## src/rtl/vgts_pkg.sv

```systemverilog
`default_nettype none

package vgts_pkg;

  // fixed field widths
  localparam int POS_W    = 17;
  localparam int SIZE_W   = 7;
  localparam int FRAC_W   = 16;
  localparam int SCALED_W = POS_W + SIZE_W;
  localparam int COORD_W  = SCALED_W - FRAC_W;
  localparam int AREA_W   = 2 * SIZE_W;
  localparam int IDX_W    = 24;
  localparam int WADDR_W  = 18;
  localparam int WVAL_W   = 16;
  localparam int DOUT_W   = 16;

  // corner weights: per-axis weight up to 1.0, product up to 2^48
  localparam int WGT_W     = FRAC_W + 1;
  localparam int WXY_W     = 2 * FRAC_W + 1;
  localparam int W_W       = 3 * FRAC_W + 1;
  localparam int WLO_W     = 24;
  localparam int WHI_W     = W_W - WLO_W;
  localparam int SUM_SHIFT = 3 * FRAC_W;

  localparam logic [WGT_W-1:0] FRAC_ONE = WGT_W'(1) << FRAC_W;

  // configuration port
  localparam int CFG_AW = 4;
  localparam int CFG_DW = 32;

  localparam logic [1:0] REG_SIZE_X = 2'd0;
  localparam logic [1:0] REG_SIZE_Y = 2'd1;
  localparam logic [1:0] REG_SIZE_Z = 2'd2;
  localparam logic [1:0] REG_INTERP = 2'd3;

  localparam logic [SIZE_W-1:0] SIZE_RESET = 7'd64;

  localparam logic OP_WRITE  = 1'b0;
  localparam logic OP_SAMPLE = 1'b1;

  typedef enum logic [1:0] {
    CMD_WRITE   = 2'd0,
    CMD_NEAREST = 2'd1,
    CMD_TRILIN  = 2'd2
  } cmd_kind_t;

  typedef struct packed {
    logic [SIZE_W-1:0] sx;
    logic [SIZE_W-1:0] sy;
    logic [SIZE_W-1:0] sz;
    logic              interp;
  } cfg_t;

  typedef struct packed {
    cmd_kind_t          kind;
    logic [WADDR_W-1:0] waddr;
    logic [WVAL_W-1:0]  wdata;
    logic [IDX_W-1:0]   base;
    logic [SIZE_W-1:0]  stride_y;
    logic [AREA_W-1:0]  stride_z;
    logic [1:0]         vx;
    logic [1:0]         vy;
    logic [1:0]         vz;
    logic [FRAC_W-1:0]  fx;
    logic [FRAC_W-1:0]  fy;
    logic [FRAC_W-1:0]  fz;
  } cmd_t;

endpackage

`default_nettype wire

```

## src/rtl/vgts_cmdq.sv

```systemverilog
`default_nettype none

module vgts_cmdq (
  input  wire logic           clk,
  input  wire logic           rst_n,
  input  wire logic           push,
  input  wire vgts_pkg::cmd_t cmd_in,
  output logic                full,
  input  wire logic           pop,
  output vgts_pkg::cmd_t      head,
  output logic                valid
);

  vgts_pkg::cmd_t ent_r [2];
  logic           wp_r, rp_r;
  logic [1:0]     cnt_r;
  logic           push_ok, pop_ok;

  assign full    = cnt_r == 2'd2;
  assign valid   = cnt_r != 2'd0;
  assign head    = ent_r[rp_r];
  assign push_ok = push && !full;
  assign pop_ok  = pop && valid;

  always_ff @(posedge clk) begin
    if (!rst_n) begin
      wp_r  <= 1'b0;
      rp_r  <= 1'b0;
      cnt_r <= 2'd0;
    end else begin
      if (push_ok) begin
        wp_r <= ~wp_r;
      end
      if (pop_ok) begin
        rp_r <= ~rp_r;
      end
      cnt_r <= cnt_r + 2'(push_ok) - 2'(pop_ok);
    end
  end

  always_ff @(posedge clk) begin
    if (push_ok) begin
      ent_r[wp_r] <= cmd_in;
    end
  end

endmodule

`default_nettype wire

```

## config.mk

```make
export PLATFORM = sky130hd
export DESIGN_NAME = vgts_cmdq
export DESIGN_NICKNAME = d
export VERILOG_FILES = /design/src/rtl/vgts_pkg.sv /design/src/rtl/vgts_cmdq.sv
export SDC_FILE = /design/constraint.sdc
export NUM_CORES = 1
export LEC_CHECK = 0
export ABC_CLOCK_PERIOD_IN_PS = 6450
export BUFFER_PORTS_ARGS = -buffer_cell sky130_fd_sc_hd__buf_2
export CAP_MARGIN = 20
export CORE_ASPECT_RATIO = 0.75
export CORE_MARGIN = 2
export CORE_UTILIZATION = 25
export CTS_BUF_LIST = sky130_fd_sc_hd__clkbuf_4 sky130_fd_sc_hd__clkbuf_8
export DETAILED_ROUTE_END_ITERATION = 12
export HOLD_SLACK_MARGIN = 0.02
export PLACE_DENSITY_LB_ADDON = 0.1
export SYNTH_ARGS = -nofsm -noshare
export SYNTH_HDL_FRONTEND = slang
export SYNTH_SLANG_ARGS = --single-unit
```

## constraint.sdc

```tcl
create_clock -name clk -period 6.45 [get_ports clk]
set_input_delay 0.3225 -clock clk [delete_from_list [all_inputs] [get_ports clk]]
set_output_delay 0.3225 -clock clk [all_outputs]
set_load 0.01 [all_outputs]
```

==> flow_summary.yaml, run 1 <==
run_status:
  status: "finished clean"
final_layout:
  antenna_cells: 0
  final_cell_mix: "buf_2 (275), edfxtp_1 (270), dlygate4sd3_1 (136)"
  syn_to_final_growth_pct: 41.74
  final_common_cell: "buf_2"
  drive_above_1_share_pct: 52.91
  seq_area_mm2: 0.008212
  multiInputGateArea_mm2: 0.001843
  nNetsFinal: 1038
  fillers: 3812
pwr:
  finalPower_uw: 5101
  power_density_mw_per_mm2: 353.9
  p_leak_uw: 0.005485
  peakVddDrop_uv: 186.3
logic_synthesis:
  synth_cells: 446
  ys_warn_count: 0
  yosysSeqAreaShare_pct: 80.72
  ys_types: 18
  synth_seq_cells: 275
  netlist_area_mm2: 0.01017
  synth_top_area_cell: "edfxtp_1"
  synth_area_leaders: "edfxtp_1 (80%), mux2_2 (9.4%), mux2_4 (7.4%)"
  synth_top_area_share_pct: 79.73
  syn_avg_cell_area_um2: 22.80
  synth_nets: 587
drt:
  vias_per_cell: 3.906
  vias: 5656
  drt-pass1-iter-count: 4
  remaining_drc_errors: 0
  wl_per_cell_um: 15.97
  ant_nets: 0
  totalWireLength_mm: 23.12
  drt-initial-drc-count: 190
clock_tree:
  clock_sinks: 275
  cts.clk_slew.worst_paths_ps: 60
  cts_buffer_depth: 3
  htreeDepth: 2
  cts_tree: "built"
  cts-root-buf: "clkbuf_8"
  clk_latency_ps: 540
  cts_made_buffers: 47
  cts_setup_buffers: 0
die:
  ios: 276
  core_area_mm2: 0.03981
  rows: 63
  start_util_pct: 25.54
  die_area_mm2: 0.04232
  fp.dieH_um: 178.7
  die_x_um: 236.9
placement:
  dpl.hpwl_mm: 14.82
  port-buffer-count: 275
  place_congestion: 0.7031
sta:
  drv_slew: 0
  setup_viol: 0
  period_needed_ps: 3373
  grt_setup_unrepaired: "false"
  fin_crit_sh_pct: 52.29
  max_freq_mhz: 296.5
  worstMarginPinSlew_ps: 1042
  slew-limit-headroom_pct: 30.55
  setup_tns_ps: 0
  skew_ps: 14.30
  hold_viol: 0
critical_path:
  critPathLaunchType: "flop"
  critPathArrivalTime_ps: 3050
  critPathCaptureType: "output pin"
  crit_type: "reg2out"
  crit_fanout: 62
  required_ps: 6130
  timing.rr.start: "cnt_r[0]"
global_route:
  grt_max_degree: 64
  antenna_found_initial: 0
  track_usage_pct: 10.61
  first_global_vias: 6276
  grt_pass1_wl_mm: 34.59
  grt_remaining_overflow: 0
min_path:
  hold_class: "in2reg"
  hp-start: "push"
flow_run:
  cap_violations: 0
[critical path: stages (launching register included)]
cell and delay, ps:
dfxtp_4 1020, buf_4 830, mux2_2 420, buf_2 150
[Yosys cell counts]
cell type	number
and2_1	1
and3_1	1
buf_2	8
buf_6	7
dfxtp_1	5
edfxtp_1	270
ha_1	2
inv_1	3
mux2_2	85
mux2_4	50
mux2i_1	1
nand2_1	2
nand2b_1	2
nor2_1	4
o21a_1	1
or2_2	1
xnor2_1	2
xor2_1	1
[what timing repair did]
action / in CTS / in global routing
hold buffers: 136 / 0
hold endpoints to repair: 272 / 0
setup endpoints to repair: 0 / 0
resized for setup: 0 / 0
[cells by family after synthesis]
family,Yosys count,share of synthesized area (%)
XOR/XNOR,3,0.2584
multiplexers,136,16.89
AND/OR/NAND/NOR,11,0.5292
flip-flops,275,80.72
adder cells (fa/ha/maj),2,0.2461
buffers and inverters,18,1.280
AO/OA/AOI/OAI,1,0.07386
[power by group]
group / leakage, uW / switching, uW / internal (uW) / total (uW)
Sequential: 0.00256 / 114 / 2250 / 2360
Combinational: 0.00243 / 596 / 610 / 1210
Clock: 0.000485 / 653 / 878 / 1530
[path summary, 6_finish.rpt]
check,end,slack (ps),cells past startpoint
max,head[50],3080,3
min,wp_r,200,3
max reg2reg,ent_r[0][104],3850,4
min reg2reg,flop,510,2
[metal layers]
metal  vias up  wire length (um)  track usage, %
met5         -                 0               0
met2       179             11210           17.93
met4         0               474           3.270
met3        46              1960           4.265
li1       2670                 -               -
met1      2761              9481           12.45
[per-stage QoR]
step                utilization [%]  instances  area (um^2)  setup WS [ps]  hold WS [ps]
floorplan                         -        446        10170           1910         421.4
global placement              30.49       1232        12140           3610         503.1
detailed placement            30.49       1232        12140           3531         500.4
CTS                           36.21       1448        14410           2906         139.0
global route                  36.21       1448        14410           2842         174.9
finish                        36.21       1448        14410           3077         200.6
[registers in the layout, indices dropped and copies added (netlist names), named ones only]
register,flops
rp_r,1
ent_r,270
cnt_r,2
wp_r,1
[final cells by class]
class / count / area share (%)
timing repair buffer: 417 / 19.31
clock buffer: 67 / 5.617
inverter: 3 / 0.07813
tap: 520 / 4.514
clock inverter: 13 / 0.7206
multi-input combinational: 153 / 12.79
sequential: 275 / 56.98
Note: power is estimated with default switching activity, not from simulation.
==> run 2: changes to the inputs <==
--- a/config.mk
+++ b/config.mk
@@ -5,7 +5,7 @@
 export SDC_FILE = /design/constraint.sdc
 export NUM_CORES = 1
 export LEC_CHECK = 0
-export ABC_CLOCK_PERIOD_IN_PS = 6450
+export ABC_CLOCK_PERIOD_IN_PS = 3300
 export BUFFER_PORTS_ARGS = -buffer_cell sky130_fd_sc_hd__buf_2
 export CAP_MARGIN = 20
 export CORE_ASPECT_RATIO = 0.75
==> constraint.sdc (replaced) <==
create_clock -name clk -period 3.3 [get_ports clk]
set_input_delay 0.165 -clock clk [delete_from_list [all_inputs] [get_ports clk]]
set_output_delay 0.165 -clock clk [all_outputs]
set_load 0.01 [all_outputs]
==> flow_summary.yaml, run 2 (same netlist as run 1, synthesis figures left out) <==
sta:
  skew_ps: 21.99
  setup_viol: 0
  slew-limit-headroom_pct: 63.78
  drv_slew: 0
  period_needed_ps: 2107
  grt_setup_unrepaired: "false"
  hold_viol: 0
  fin_crit_sh_pct: 63.85
  setup_tns_ps: 0
  timing.final.ws_setup_ps: 1193
  worstMarginPinSlew_ps: 543.2
  max_freq_mhz: 474.6
clock_tree:
  htreeDepth: 2
  cts_made_buffers: 47
  clk_latency_ps: 560
  cts_setup_buffers: 0
  cts_tree: "built"
  cts_resized: 0
  clock_sinks: 275
  cts-root-buf: "clkbuf_8"
  cts_hold_buf: 138
  cts.clk_slew.worst_paths_ps: 60
  cts_buffer_depth: 3
critical_path:
  r2r_end: "cnt_r[1]"
  required_ps: 3130
  crit_type: "reg2out"
  crit_fanout: 76
  critPathLaunchType: "flop"
  cp_slowest_stage_delay_ps: 410
  path_buf_inv: 2
  cp_cell_sequence: "buf_12, mux2_2, buf_2"
  critPathArrivalTime_ps: 1940
  r2r_cells: 8
  timing.rr.start: "cnt_r[0]"
  path_delay_family: "buffers and inverters"
  slowest_stage: "mux2_2"
  critPathCaptureType: "output pin"
  r2r_slack_ps: 1580
final_layout:
  top_register: "ent_r"
  syn_to_final_growth_pct: 42.56
  top_regs: "ent_r: 270 flops, cnt_r: 2 flops"
  largest_reg_flops: 270
  drive_above_1_share_pct: 52.48
  antenna_cells: 0
  final_common_cell: "buf_2"
  final_cell_mix: "buf_2 (275), edfxtp_1 (270), dlygate4sd3_1 (138)"
  nNetsFinal: 1040
  finalCoreUtilization_pct: 36.42
die:
  die_x_um: 236.9
  start_util_pct: 25.54
  rows: 63
  fp.dieH_um: 178.7
  die_area_mm2: 0.04232
  ios: 276
  core_area_mm2: 0.03981
pwr:
  peakVddDrop_uv: 356.0
  p_leak_uw: 0.005502
  power_density_mw_per_mm2: 690.8
drt:
  vias_per_cell: 3.959
  ant_nets: 0
  wl_per_cell_um: 15.60
  drt-pass1-iter-count: 4
  vias: 5724
  totalWireLength_mm: 22.56
  remaining_drc_errors: 0
  drt-initial-drc-count: 216
placement:
  preCtsSetupSlack_ps: 1610
  port-buffer-count: 275
  dpl.hpwl_mm: 14.61
  place_congestion: 0.7127
min_path:
  hold_path_depth: 2
  min_to: "ent_r[0][72]"
  hold_class: "in2reg"
  hp-start: "cmd_in[72]"
global_route:
  track_usage_pct: 10.44
  grt_remaining_overflow: 0
  antenna_found_initial: 0
  grt_pass1_wl_mm: 34.36
  first_global_vias: 6382
  grt_max_degree: 77
flow_run:
  cap_violations: 0
run_status:
  status: "finished clean"
-- run 2: cell types whose count changed in the layout (fill, tap and decap cells not counted) --
cell,delta
buf_4,-6
dlygate4sd3_1,+2
clkinv_1,+1
buf_12,+6
clkbuf_4,-6
bufinv_16,+1
-- run 2: worst max path at each step --
| stage | start | endpoint | slack (ps) | cells past startpoint |
|---|---|---|---|---|
| after global placement | cnt_r[0] | cnt_r[1] | 1710 | 8 |
| final | flop | head[134] | 1190 | 3 |
| after CTS | flop | head[134] | 1130 | 3 |
| after floorplan | cnt_r[0] | ent_r[0][0] | 270 | 3 |
| after detailed placement | cnt_r[0] | cnt_r[1] | 1610 | 8 |
| after global routing | flop | head[134] | 1070 | 3 |
-- run 2: worst reg2reg max path: stages, from the launching register on --
cell	delay, ps
dfxtp_1	360
nand2b_1	170
nand2_1	160
ha_1	320
inv_1	40
ha_1	180
xor2_1	200
xnor2_1	140
nor2_1	60
-- run 2: through the flow --
stage               instances  hold slack [ps]  cell area (um^2)  total power (uW)
floorplan                 446            263.9             10180              6095
global placement         1232            354.4             12210              6984
detailed placement       1232            357.0             12210              7030
CTS                      1446            257.1             14500             10240
global route             1446            272.4             14500             10570
finish                   1446            323.4             14500             10010
-- run 2: per-layer routing --
layer | up-vias | share of wire, % | GRT usage, %
met1 | 2811 | 42 | 12.37
met3 | 54 | 8.0 | 4.049
met5 | - | 0 | 0
met2 | 183 | 48 | 17.46
li1 | 2676 | - | -
met4 | 0 | 2.2 | 3.534
-- run 2: power breakdown --
| group | internal (uW) | switching [uW] |
|---|---|---|
| clock network | 1720 | 1270 |
| logic | 1230 | 1300 |
| registers | 4390 | 107 |
-- run 2: final cells by class --
class,instances,area [um^2]
Timing Repair Buffer,419,2878
Clock buffer,61,764.5
Clock inverter,15,137.6
Fill cell,3777,25310
Inverter,3,11.26
Tap cell,520,650.6
Multi-Input combinational cell,153,1843
Sequential cell,275,8212
