[config.mk]
export PLATFORM = sky130hd
export DESIGN_NAME = vgts_front
export DESIGN_NICKNAME = d
export VERILOG_FILES = /design/src/rtl/vgts_pkg.sv /design/src/rtl/vgts_front.sv
export SDC_FILE = /design/constraint.sdc
export NUM_CORES = 1
export LEC_CHECK = 0
export BUFFER_PORTS_ARGS = -buffer_cell sky130_fd_sc_hd__buf_2
export CAP_MARGIN = 20
export CORE_ASPECT_RATIO = 0.75
export CORE_MARGIN = 3
export CORE_UTILIZATION = 53
export DETAILED_ROUTE_END_ITERATION = 12
export GPL_ROUTABILITY_DRIVEN = 0
export PLACE_DENSITY = 0.73
export SETUP_SLACK_MARGIN = 0.02
export SLEW_MARGIN = 40
export SYNTH_ARGS = -nofsm -noshare
export SYNTH_HDL_FRONTEND = slang
export SYNTH_SLANG_ARGS = --single-unit
[constraint.sdc]
create_clock -name clk -period 8.69 [get_ports clk]
set_input_delay 0.4345 -clock clk [delete_from_list [all_inputs] [get_ports clk]]
set_output_delay 0.4345 -clock clk [all_outputs]
set_load 0.1 [all_outputs]
[src/rtl/vgts_pkg.sv]
`default_nettype none

package vgts_pkg;

  // fixed field widths
  localparam int POS_W    = 17;
  localparam int SIZE_W   = 7;
  localparam int FRAC_W   = 16;
  localparam int SCALED_W = POS_W + SIZE_W;
  localparam int COORD_W  = SCALED_W - FRAC_W;
  localparam int AREA_W   = 2 * SIZE_W;
  localparam int IDX_W    = 24;
  localparam int WADDR_W  = 18;
  localparam int WVAL_W   = 16;
  localparam int DOUT_W   = 16;

  // corner weights: per-axis weight up to 1.0, product up to 2^48
  localparam int WGT_W     = FRAC_W + 1;
  localparam int WXY_W     = 2 * FRAC_W + 1;
  localparam int W_W       = 3 * FRAC_W + 1;
  localparam int WLO_W     = 24;
  localparam int WHI_W     = W_W - WLO_W;
  localparam int SUM_SHIFT = 3 * FRAC_W;

  localparam logic [WGT_W-1:0] FRAC_ONE = WGT_W'(1) << FRAC_W;

  // configuration port
  localparam int CFG_AW = 4;
  localparam int CFG_DW = 32;

  localparam logic [1:0] REG_SIZE_X = 2'd0;
  localparam logic [1:0] REG_SIZE_Y = 2'd1;
  localparam logic [1:0] REG_SIZE_Z = 2'd2;
  localparam logic [1:0] REG_INTERP = 2'd3;

  localparam logic [SIZE_W-1:0] SIZE_RESET = 7'd64;

  localparam logic OP_WRITE  = 1'b0;
  localparam logic OP_SAMPLE = 1'b1;

  typedef enum logic [1:0] {
    CMD_WRITE   = 2'd0,
    CMD_NEAREST = 2'd1,
    CMD_TRILIN  = 2'd2
  } cmd_kind_t;

  typedef struct packed {
    logic [SIZE_W-1:0] sx;
    logic [SIZE_W-1:0] sy;
    logic [SIZE_W-1:0] sz;
    logic              interp;
  } cfg_t;

  typedef struct packed {
    cmd_kind_t          kind;
    logic [WADDR_W-1:0] waddr;
    logic [WVAL_W-1:0]  wdata;
    logic [IDX_W-1:0]   base;
    logic [SIZE_W-1:0]  stride_y;
    logic [AREA_W-1:0]  stride_z;
    logic [1:0]         vx;
    logic [1:0]         vy;
    logic [1:0]         vz;
    logic [FRAC_W-1:0]  fx;
    logic [FRAC_W-1:0]  fy;
    logic [FRAC_W-1:0]  fz;
  } cmd_t;

endpackage

`default_nettype wire

[src/rtl/vgts_front.sv]
`default_nettype none

module vgts_front #(
  parameter int GRID_DEPTH = 262144,
  parameter int MAX_DIM    = 64
) (
  input  wire logic                          clk,
  input  wire logic                          rst_n,
  input  wire vgts_pkg::cfg_t                cfg,
  input  wire logic                          push,
  output logic                               full,
  input  wire logic                          in_op,
  input  wire logic [vgts_pkg::WADDR_W-1:0]  in_write_addr,
  input  wire logic [vgts_pkg::WVAL_W-1:0]   in_write_value,
  input  wire logic [vgts_pkg::POS_W-1:0]    in_pos_x,
  input  wire logic [vgts_pkg::POS_W-1:0]    in_pos_y,
  input  wire logic [vgts_pkg::POS_W-1:0]    in_pos_z,
  output logic                               q_push,
  output vgts_pkg::cmd_t                     q_cmd,
  input  wire logic                          q_full
);

  localparam int LIM_W = vgts_pkg::IDX_W + 1;
  localparam logic [LIM_W-1:0] DEPTH_LIM = LIM_W'(GRID_DEPTH);

  function automatic logic [vgts_pkg::SIZE_W-1:0] eff_size(
    input logic [vgts_pkg::SIZE_W-1:0] s
  );
    if (int'(s) > MAX_DIM) begin
      return vgts_pkg::SIZE_W'(MAX_DIM);
    end
    return s;
  endfunction

  logic [vgts_pkg::SIZE_W-1:0]   sx_e, sy_e, sz_e;
  logic                          accept, s1_adv, drop, wr_ok;

  logic                          s1_vld_r, s1_vld_nxt;
  logic                          s1_op_r;
  logic [vgts_pkg::WADDR_W-1:0]  s1_waddr_r;
  logic [vgts_pkg::WVAL_W-1:0]   s1_wdata_r;
  logic [vgts_pkg::SCALED_W-1:0] s1_px_r, s1_py_r, s1_pz_r;
  logic [vgts_pkg::AREA_W-1:0]   s1_sxy_r;

  logic [vgts_pkg::COORD_W-1:0]  ix, iy, iz;
  logic [vgts_pkg::IDX_W-1:0]    base;

  assign sx_e = eff_size(cfg.sx);
  assign sy_e = eff_size(cfg.sy);
  assign sz_e = eff_size(cfg.sz);

  assign ix = s1_px_r[vgts_pkg::SCALED_W-1:vgts_pkg::FRAC_W];
  assign iy = s1_py_r[vgts_pkg::SCALED_W-1:vgts_pkg::FRAC_W];
  assign iz = s1_pz_r[vgts_pkg::SCALED_W-1:vgts_pkg::FRAC_W];

  assign wr_ok  = LIM_W'(s1_waddr_r) < DEPTH_LIM;
  // writes past the end of the store are dropped here, never queued
  assign drop   = (s1_op_r == vgts_pkg::OP_WRITE) && !wr_ok;
  assign s1_adv = s1_vld_r && (drop || !q_full);
  assign q_push = s1_vld_r && !drop && !q_full;
  assign full   = s1_vld_r && !s1_adv;
  assign accept = push && !full;

  assign base = vgts_pkg::IDX_W'(ix)
              + vgts_pkg::IDX_W'(iy) * vgts_pkg::IDX_W'(sx_e)
              + vgts_pkg::IDX_W'(iz) * vgts_pkg::IDX_W'(s1_sxy_r);

  always_comb begin
    q_cmd          = '0;
    q_cmd.waddr    = s1_waddr_r;
    q_cmd.wdata    = s1_wdata_r;
    q_cmd.base     = base;
    q_cmd.stride_y = sx_e;
    q_cmd.stride_z = s1_sxy_r;
    q_cmd.vx[0]    = ix < vgts_pkg::COORD_W'(sx_e);
    q_cmd.vx[1]    = (ix + vgts_pkg::COORD_W'(1)) < vgts_pkg::COORD_W'(sx_e);
    q_cmd.vy[0]    = iy < vgts_pkg::COORD_W'(sy_e);
    q_cmd.vy[1]    = (iy + vgts_pkg::COORD_W'(1)) < vgts_pkg::COORD_W'(sy_e);
    q_cmd.vz[0]    = iz < vgts_pkg::COORD_W'(sz_e);
    q_cmd.vz[1]    = (iz + vgts_pkg::COORD_W'(1)) < vgts_pkg::COORD_W'(sz_e);
    if (s1_op_r == vgts_pkg::OP_WRITE) begin
      q_cmd.kind = vgts_pkg::CMD_WRITE;
    end else if (cfg.interp) begin
      q_cmd.kind = vgts_pkg::CMD_TRILIN;
      q_cmd.fx   = s1_px_r[vgts_pkg::FRAC_W-1:0];
      q_cmd.fy   = s1_py_r[vgts_pkg::FRAC_W-1:0];
      q_cmd.fz   = s1_pz_r[vgts_pkg::FRAC_W-1:0];
    end else begin
      // zero fractions make corner 000 weigh exactly 1.0
      q_cmd.kind = vgts_pkg::CMD_NEAREST;
    end
  end

  always_comb begin
    s1_vld_nxt = s1_vld_r;
    if (accept) begin
      s1_vld_nxt = 1'b1;
    end else if (s1_adv) begin
      s1_vld_nxt = 1'b0;
    end
  end

  always_ff @(posedge clk) begin
    if (!rst_n) begin
      s1_vld_r <= 1'b0;
    end else begin
      s1_vld_r <= s1_vld_nxt;
    end
  end

  always_ff @(posedge clk) begin
    if (accept) begin
      s1_op_r    <= in_op;
      s1_waddr_r <= in_write_addr;
      s1_wdata_r <= in_write_value;
      s1_px_r    <= vgts_pkg::SCALED_W'(in_pos_x) * vgts_pkg::SCALED_W'(sx_e);
      s1_py_r    <= vgts_pkg::SCALED_W'(in_pos_y) * vgts_pkg::SCALED_W'(sy_e);
      s1_pz_r    <= vgts_pkg::SCALED_W'(in_pos_z) * vgts_pkg::SCALED_W'(sz_e);
      s1_sxy_r   <= vgts_pkg::AREA_W'(sx_e) * vgts_pkg::AREA_W'(sy_e);
    end
  end

endmodule

`default_nettype wire

==> results by group, run 1 <==
Run status
  • Status: complete, no violations

Clock tree
  • Clock-pin slew reported for the worst setup and hold paths after clock tree synthesis: 0.07 ns
  • Post-CTS Resized: 0
  • Sink Count: 122
  • Number of hold-repair buffers added at the cts stage: 0
  • Maximum level of the CTS H-tree: 4
  • Clock Root Buffer: clkbuf_16
  • Clock tree from TritonCTS: done
  • Clock buffer count from CTS: 17
  • Clock latency of the later-clocked register in the worst-skew pair: between 0.4 and 0.5 ns
  • Total setup buffers inserted after CTS: 0
  • Maximum number of buffers from clock root to sink: 2

Worst hold path
  • Endpoint with the worst hold slack: s1_wdata_r[9]
  • Hold Path Depth: 1
  • Startpoint of the worst hold path: in_write_value[9]
  • Hold WC Path Type: in2reg

Worst setup path
  • Critical Path Most Common Cell: fa_1
  • Critical-path cell list: buf_2 -> clkinv_1 -> nand2_1 -> inv_1 -> and2_1 -> fa_1 -> inv_1 -> fa_1 -> inv_1 -> fa_1 -> fa_1 -> fa_1 -> fa_1 -> ha_1 -> o21ai_0 -> o21bai_1 -> a31o_2 -> a41o_1 -> a31oi_1 -> o31ai_1 -> xnor2_1 -> buf_2
  • Slowest cell delay on critical path: 0.57 ns
  • Crit-path slowest cell: buf_2
  • Worst reg2reg setup slack: approximately 6.6 ns
  • Reg-to-reg critical path startpoint: s1_vld_r
  • CP endpoint kind: output pin
  • Critical Setup Path Class: in2out
  • Worst-path maximum fanout: 34
  • Depth of the worst register-to-register path: 4
  • Required arrival time at the worst endpoint: roughly 8.3 ns
  • Worst reg2reg endpoint: s1_px_r[5]
  • Crit path arrival time: roughly 7.4 ns
  • Setup crit start kind: input port

Timing
  • Clk_skew: around 0.012 ns
  • Min Tclk post-route: 7.854 ns
  • Hold Worst Slack: between 0.1 and 0.15 ns
  • Post-route worst setup slack: 0.8363 ns
  • Number of setup violations in the final report: 0
  • FMAX: 0.1273 GHz
  • Unrepaired setup endpoints after global routing: false
  • Share of the cycle needed by the critical path after routing: between 90% and 100%
  • Headroom to the max-slew limit: 41.83%
  • Final hold violations: 0
  • Max Slew Vio Count: 0
  • Slew of the pin with the lowest slew margin: roughly 0.87 ns
  • Total Neg Setup Slack: 0 ns

Logic synthesis
  • Synthesized-area fraction occupied by xor and xnor cells: under 10%
  • Netlist Area Pre-Place: roughly 24000 sq um
  • Seq cells post-synth: roughly 120
  • Post-synthesis share of cell area spent on and, or, nand and nor gates: between 10% and 20%
  • Area fraction of the dominant cell type after synthesis: ~32%
  • Average cell area after synthesis: ~9.4 sq um
  • Share of the synthesized area in compound gates (AO/OA/AOI/OAI): slightly below 8%
  • Number of synthesis warnings: 0
  • Synth Net Count: ~3300
  • Number of library cell types mapped by synthesis: 69
  • Post-synth top flop: edfxtp_1
  • Share of flip-flops with an asynchronous set or reset: 0%
  • Count of flip-flops with a built-in enable after synthesis: roughly 120
  • Cell types with the largest area share after synthesis: fa_1 32%, ha_1 16%, edfxtp_1 15%
  • Post-synthesis mux area share: 0.08474%
  • Main combinational cell family by area after synthesis: adder cells
  • Register area share after synthesis: between 10% and 20%
  • Mapped Cells: between 2000 and 3000
  • Post-synthesis cell type with the largest combined area: fa_1
  • Post-Synth Adder-Cell Area: a little under half

Global route
  • Antenna violations before repair: 7
  • Total GRT Usage: 25.93%
  • Maximum number of pins on one net before global-route repair: 63
  • Vias in the first global route: 19770
  • Remaining global-route overflow: 0
  • Wire length of the first global-routing pass: 99.33 mm

Detailed routing
  • DR vias: about 19000
  • Average routed wire per standard cell: 17.88 microns
  • Vias/cell: 5.591
  • Number of remaining DRC errors: 0
  • Detailed Route Iter0 Violations: between 1000 and 1500
  • Number of nets with antenna violations after routing: 0
  • Total iterations of the first detailed-routing run: 5
  • Routed wire length: ~59 mm

Floorplanning
  • Die width: roughly 250 microns
  • Number of cell rows: between 60 and 70
  • Core box area: ~44000 sq um
  • Starting density of the core: 54.08%
  • Die Ht: 188.8 microns
  • Area enclosed by the die boundary: 47170 sq um
  • Top Ports: ~250

Placed design
  • Count of buffers inserted at the top-level ports: around 250
  • Final HPWL from detailed placement: between 40 and 50 mm
  • Setup slack at placement: 0.9049 ns

Finish
  • Commonest cells after routing, fill and taps aside: 423 x inv_1, 410 x nand2_1, 381 x fa_1
  • Final Net Count: ~3500
  • Commonest non-fill, non-tap cell in the layout: inv_1
  • P&R area growth vs syn: 10.32%
  • Share of cells above drive strength 1: about an eighth

Flow run
  • Max cap viols: 0
==> registers in the layout, summed over array words and instances, names as in the netlist <==
signal,flops
s1_sxy_r,14
s1_px_r,24
s1_op_r,1
s1_vld_r,1
s1_waddr_r,18
s1_pz_r,24
s1_py_r,24
s1_wdata_r,16
==> synth_stat cells, types with 6 or more instances <==
cell,n
inv_1,423
o21a_1,20
nand3_1,22
nor2_1,62
o31ai_1,6
a21oi_1,68
xnor2_1,66
nand4_1,12
a21boi_0,8
o21bai_1,13
edfxtp_1,121
a21o_1,47
nand2b_1,12
a31oi_1,8
or2_2,7
ha_1,293
and3_1,58
nand2_1,410
nor3_1,20
o21ai_0,40
fa_1,381
xor2_1,34
a211oi_1,13
and2_1,190
clkbuf_1,82
nor2b_1,26
==> metal layers <==
metal | GRT usage [%] | wire length (microns) | up-vias
li1 | - | - | 8410
met5 | 0 | 31 | -
met3 | 5.864 | 5014 | 91
met4 | 7.761 | 1317 | 4
met1 | 35.76 | 25830 | 9248
met2 | 41.13 | 27030 | 763
==> worst max-delay path, delay by kind of cell <==
kind / cells / cell delay [ns]
buffers and inverters: 6 / 1.77
adder cells (fa/ha/maj): 7 / 3.26
AND/OR/NAND/NOR: 2 / 0.52
XOR/XNOR: 1 / 0.15
AO/OA/AOI/OAI: 6 / 1.26
==> how the worst max path moves through the flow <==
stage,start,end,slack (ns)
3_3_place_gp,cfg[21],q_cmd[97],1.12
2_1_floorplan,cfg[21],q_cmd[89],0.08
4_1_cts,cfg[21],q_cmd[97],0.88
3_5_place_dp,cfg[21],q_cmd[97],0.90
5_1_grt,cfg[21],q_cmd[97],0.47
6_report,cfg[21],q_cmd[97],0.84
==> kinds of logic (layout without fill, tap and decap cells) <==
group           count (synthesis)  after routing
other cells                     1              5
buf+inv                       512            725
simple gates                  834            834
flops                         122            122
mux                             2              2
xor+xnor                      100            100
compound gates                272            272
fa+ha+maj                     674            674
==> through the flow <==
stage               cell area (sq um)  utilization (%)  std cells
detailed placement              25420            58.20       3275
global route                    26060            59.65       3310
floorplan                       23620                -       2517
finish                          26060            59.66       3312
global placement                25420            58.20       3275
CTS                             26030            59.58       3307
==> area by class of cell <==
cell class	count	area [sq um]
well taps	578	723.2
diodes	4	10.01
repair buffers	269	1415
multi-input cells	1883	18070
clock inverters	15	176.4
inverters	424	1592
clock buffers	17	425.4
fillers	3638	17620
flip-flops and latches	122	3654
Power of run 1 is left out: the tool's default activity adds up to more than one toggle a clock period on the data nets, which glitch-free logic cannot reach.
==> run 2: changes to the inputs <==
--- a/config.mk
+++ b/config.mk
@@ -5,14 +5,14 @@
 export SDC_FILE = /design/constraint.sdc
 export NUM_CORES = 1
 export LEC_CHECK = 0
-export BUFFER_PORTS_ARGS = -buffer_cell sky130_fd_sc_hd__buf_2
 export CAP_MARGIN = 20
 export CORE_ASPECT_RATIO = 0.75
 export CORE_MARGIN = 3
 export CORE_UTILIZATION = 53
 export DETAILED_ROUTE_END_ITERATION = 12
+export DONT_BUFFER_PORTS = 1
 export GPL_ROUTABILITY_DRIVEN = 0
-export PLACE_DENSITY = 0.73
+export PLACE_DENSITY = 0.77
 export SETUP_SLACK_MARGIN = 0.02
 export SLEW_MARGIN = 40
 export SYNTH_ARGS = -nofsm -noshare
==> run 2 against run 1 <==
  * Register-to-register slack worse by 0.18 ns
  * Worst setup slack better by 0.46 ns
  * Die area stayed put
  * Fmax is 6.2% higher
  * Core utilization is 0.19 points higher
  * Critical path depth is 3 lower
  * Sequential cell count stayed put
  * Global-route usage is 0.48 points lower
  * Wire length is 1.0% lower
  * Count of clock-buffer cells in the layout stayed put
  * First-iteration DRC count is 17% higher
  * Critical endpoint unchanged
  * Highest routed layer is now met4
==> results by group, run 2 (synthesis gave the netlist of run 1 again) <==
Timing
  • Headroom to the max-slew limit: around 40%
  • Post-route worst setup slack: about 1.3 ns
  • FMAX: around 0.14 GHz
  • Unrepaired setup endpoints after global routing: false
  • Clk_skew: approximately 0.01 ns
  • Min Tclk post-route: ~7.4 ns
  • Number of setup violations in the final report: 0
  • Final hold violations: 0
  • Slew of the pin with the lowest slew margin: 0.8960 ns
  • Share of the cycle needed by the critical path after routing: 85.12%
  • Max Slew Vio Count: 0
  • Total Neg Setup Slack: 0 ns

Worst setup path
  • Critical Setup Path Class: reg2out
  • CP endpoint kind: output pin
  • Slowest cell delay on critical path: 0.83 ns
  • Crit path arrival time: about 7.0 ns
  • Critical Path Most Common Cell: fa_1
  • Crit-path slowest cell: edfxtp_1
  • Worst-path maximum fanout: 19
  • Setup crit start kind: flip-flop
  • Required arrival time at the worst endpoint: 8.26 ns
  • Critical-path cell list: nand2_1 -> fa_1 -> inv_1 -> fa_1 -> fa_1 -> inv_1 -> fa_1 -> inv_1 -> fa_1 -> inv_1 -> fa_1 -> inv_1 -> ha_1 -> and4_1 -> a41o_1 -> a31oi_1 -> o31ai_1 -> xnor2_2 -> buf_4

Global route
  • Maximum number of pins on one net before global-route repair: 64
  • Wire length of the first global-routing pass: a little under 100 mm
  • Total GRT Usage: around 25%
  • Antenna violations before repair: 0
  • Vias in the first global route: about 19000
  • Remaining global-route overflow: 0

Detailed routing
  • Number of remaining DRC errors: 0
  • Number of nets with antenna violations after routing: 0
  • DR vias: roughly 18000
  • Detailed Route Iter0 Violations: approximately 1400
  • Highest metal layer with signal wires: met4
  • Met3 routed WL: ~5.4 mm
  • Average routed wire per standard cell: about 19 microns
  • Sum of routed wire segments on met1: around 25 mm
  • Vias/cell: 5.684
  • Routed wire length: 58.64 mm
  • Total iterations of the first detailed-routing run: 7
  • Met2 wire length: around 27 mm

Floorplanning
  • Starting density of the core: between 50% and 60%
  • Die Ht: 188.8 microns
  • Core box area: between 40000 and 50000 sq um
  • Die width: roughly 250 microns
  • Number of cell rows: 66
  • Area enclosed by the die boundary: ~47000 sq um
  • Top Ports: between 200 and 250

Clock tree
  • Clock latency of the later-clocked register in the worst-skew pair: between 0.4 and 0.5 ns
  • Sink Count: 122
  • Maximum number of buffers from clock root to sink: 2
  • Clock tree from TritonCTS: done
  • Number of hold-repair buffers added at the cts stage: 0
  • Post-CTS Resized: 0
  • Maximum level of the CTS H-tree: 4
  • Clock buffer count from CTS: 17
  • Clock Root Buffer: clkbuf_16
  • Total setup buffers inserted after CTS: 0
  • Clock-pin slew reported for the worst setup and hold paths after clock tree synthesis: 0.07 ns

Finish
  • P&R area growth vs syn: 10.68%
  • Post-route standard cell area excluding fillers: ~26000 sq um
  • Commonest non-fill, non-tap cell in the layout: inv_1
  • Commonest cells after routing, fill and taps aside: 420 x inv_1, 410 x nand2_1, 380 x fa_1
  • Layout filler cell count: between 3000 and 4000
  • Number of inserted diodes: 0
  • Regs by FF count: s1_px_r (24), s1_py_r (24), s1_pz_r (24)
  • Final Net Count: between 3000 and 4000
  • Share of cells above drive strength 1: between 8 and 9%

Worst hold path
  • Hold WC Path Type: in2reg

Placed design
  • Setup slack at placement: about 1.6 ns
  • Final HPWL from detailed placement: between 40 and 50 mm
  • Instance area after placement: 25160 sq um
  • Count of buffers inserted at the top-level ports: 0

Flow run
  • Max cap viols: 0

Run status
  • Status: complete, no violations
==> run 2: stage by stage <==
step	std cells	hold WS [ns]	util [%]
after floorplan	2517	0.5334	-
after global placement	3063	0.5334	56.53
after detailed placement	3080	0.5334	57.59
after CTS	3111	0.03298	58.88
after global routing	3128	0.03906	59.85
final	3128	0.06555	59.85
==> run 2: final timing paths <==
check	from	slack [ns]	depth (start not counted)	endpoint
max reg2reg	s1_vld_r	6.39	4	s1_pz_r[11]
max	s1_pz_r[16]	1.29	19	q_cmd[97]
min reg2reg	s1_vld_r	0.98	2	s1_vld_r
min	in_write_value[12]	0.07	0	s1_wdata_r[12]
==> run 2: cell type report <==
class	instances	area, sq um	area share (%)
well taps	578	723.2	2.766
clock buffers	17	425.4	1.627
repair buffers	90	1279	4.891
clock inverters	14	137.6	0.5264
inverters	424	1592	6.087
flip-flops and latches	122	3654	13.97
multi-input cells	1883	18340	70.13
==> run 2: critical path, delay by kind of cell (launching register included) <==
family	cells	cell delay (ns)
flip-flops	1	0.83
XOR/XNOR	1	0.15
AO/OA/AOI/OAI	3	0.95
adder cells (fa/ha/maj)	7	3.55
AND/OR/NAND/NOR	2	0.48
buffers and inverters	6	0.55
==> run 2: per-layer routing <==
layer  up-vias  global-route usage (%)
met1      8899                   35.24
li1       8040                       -
met2       765                   39.73
met3        75                   6.665
met4         0                   7.159
met5         -                       0
Power of run 2 is left out for the same reason.
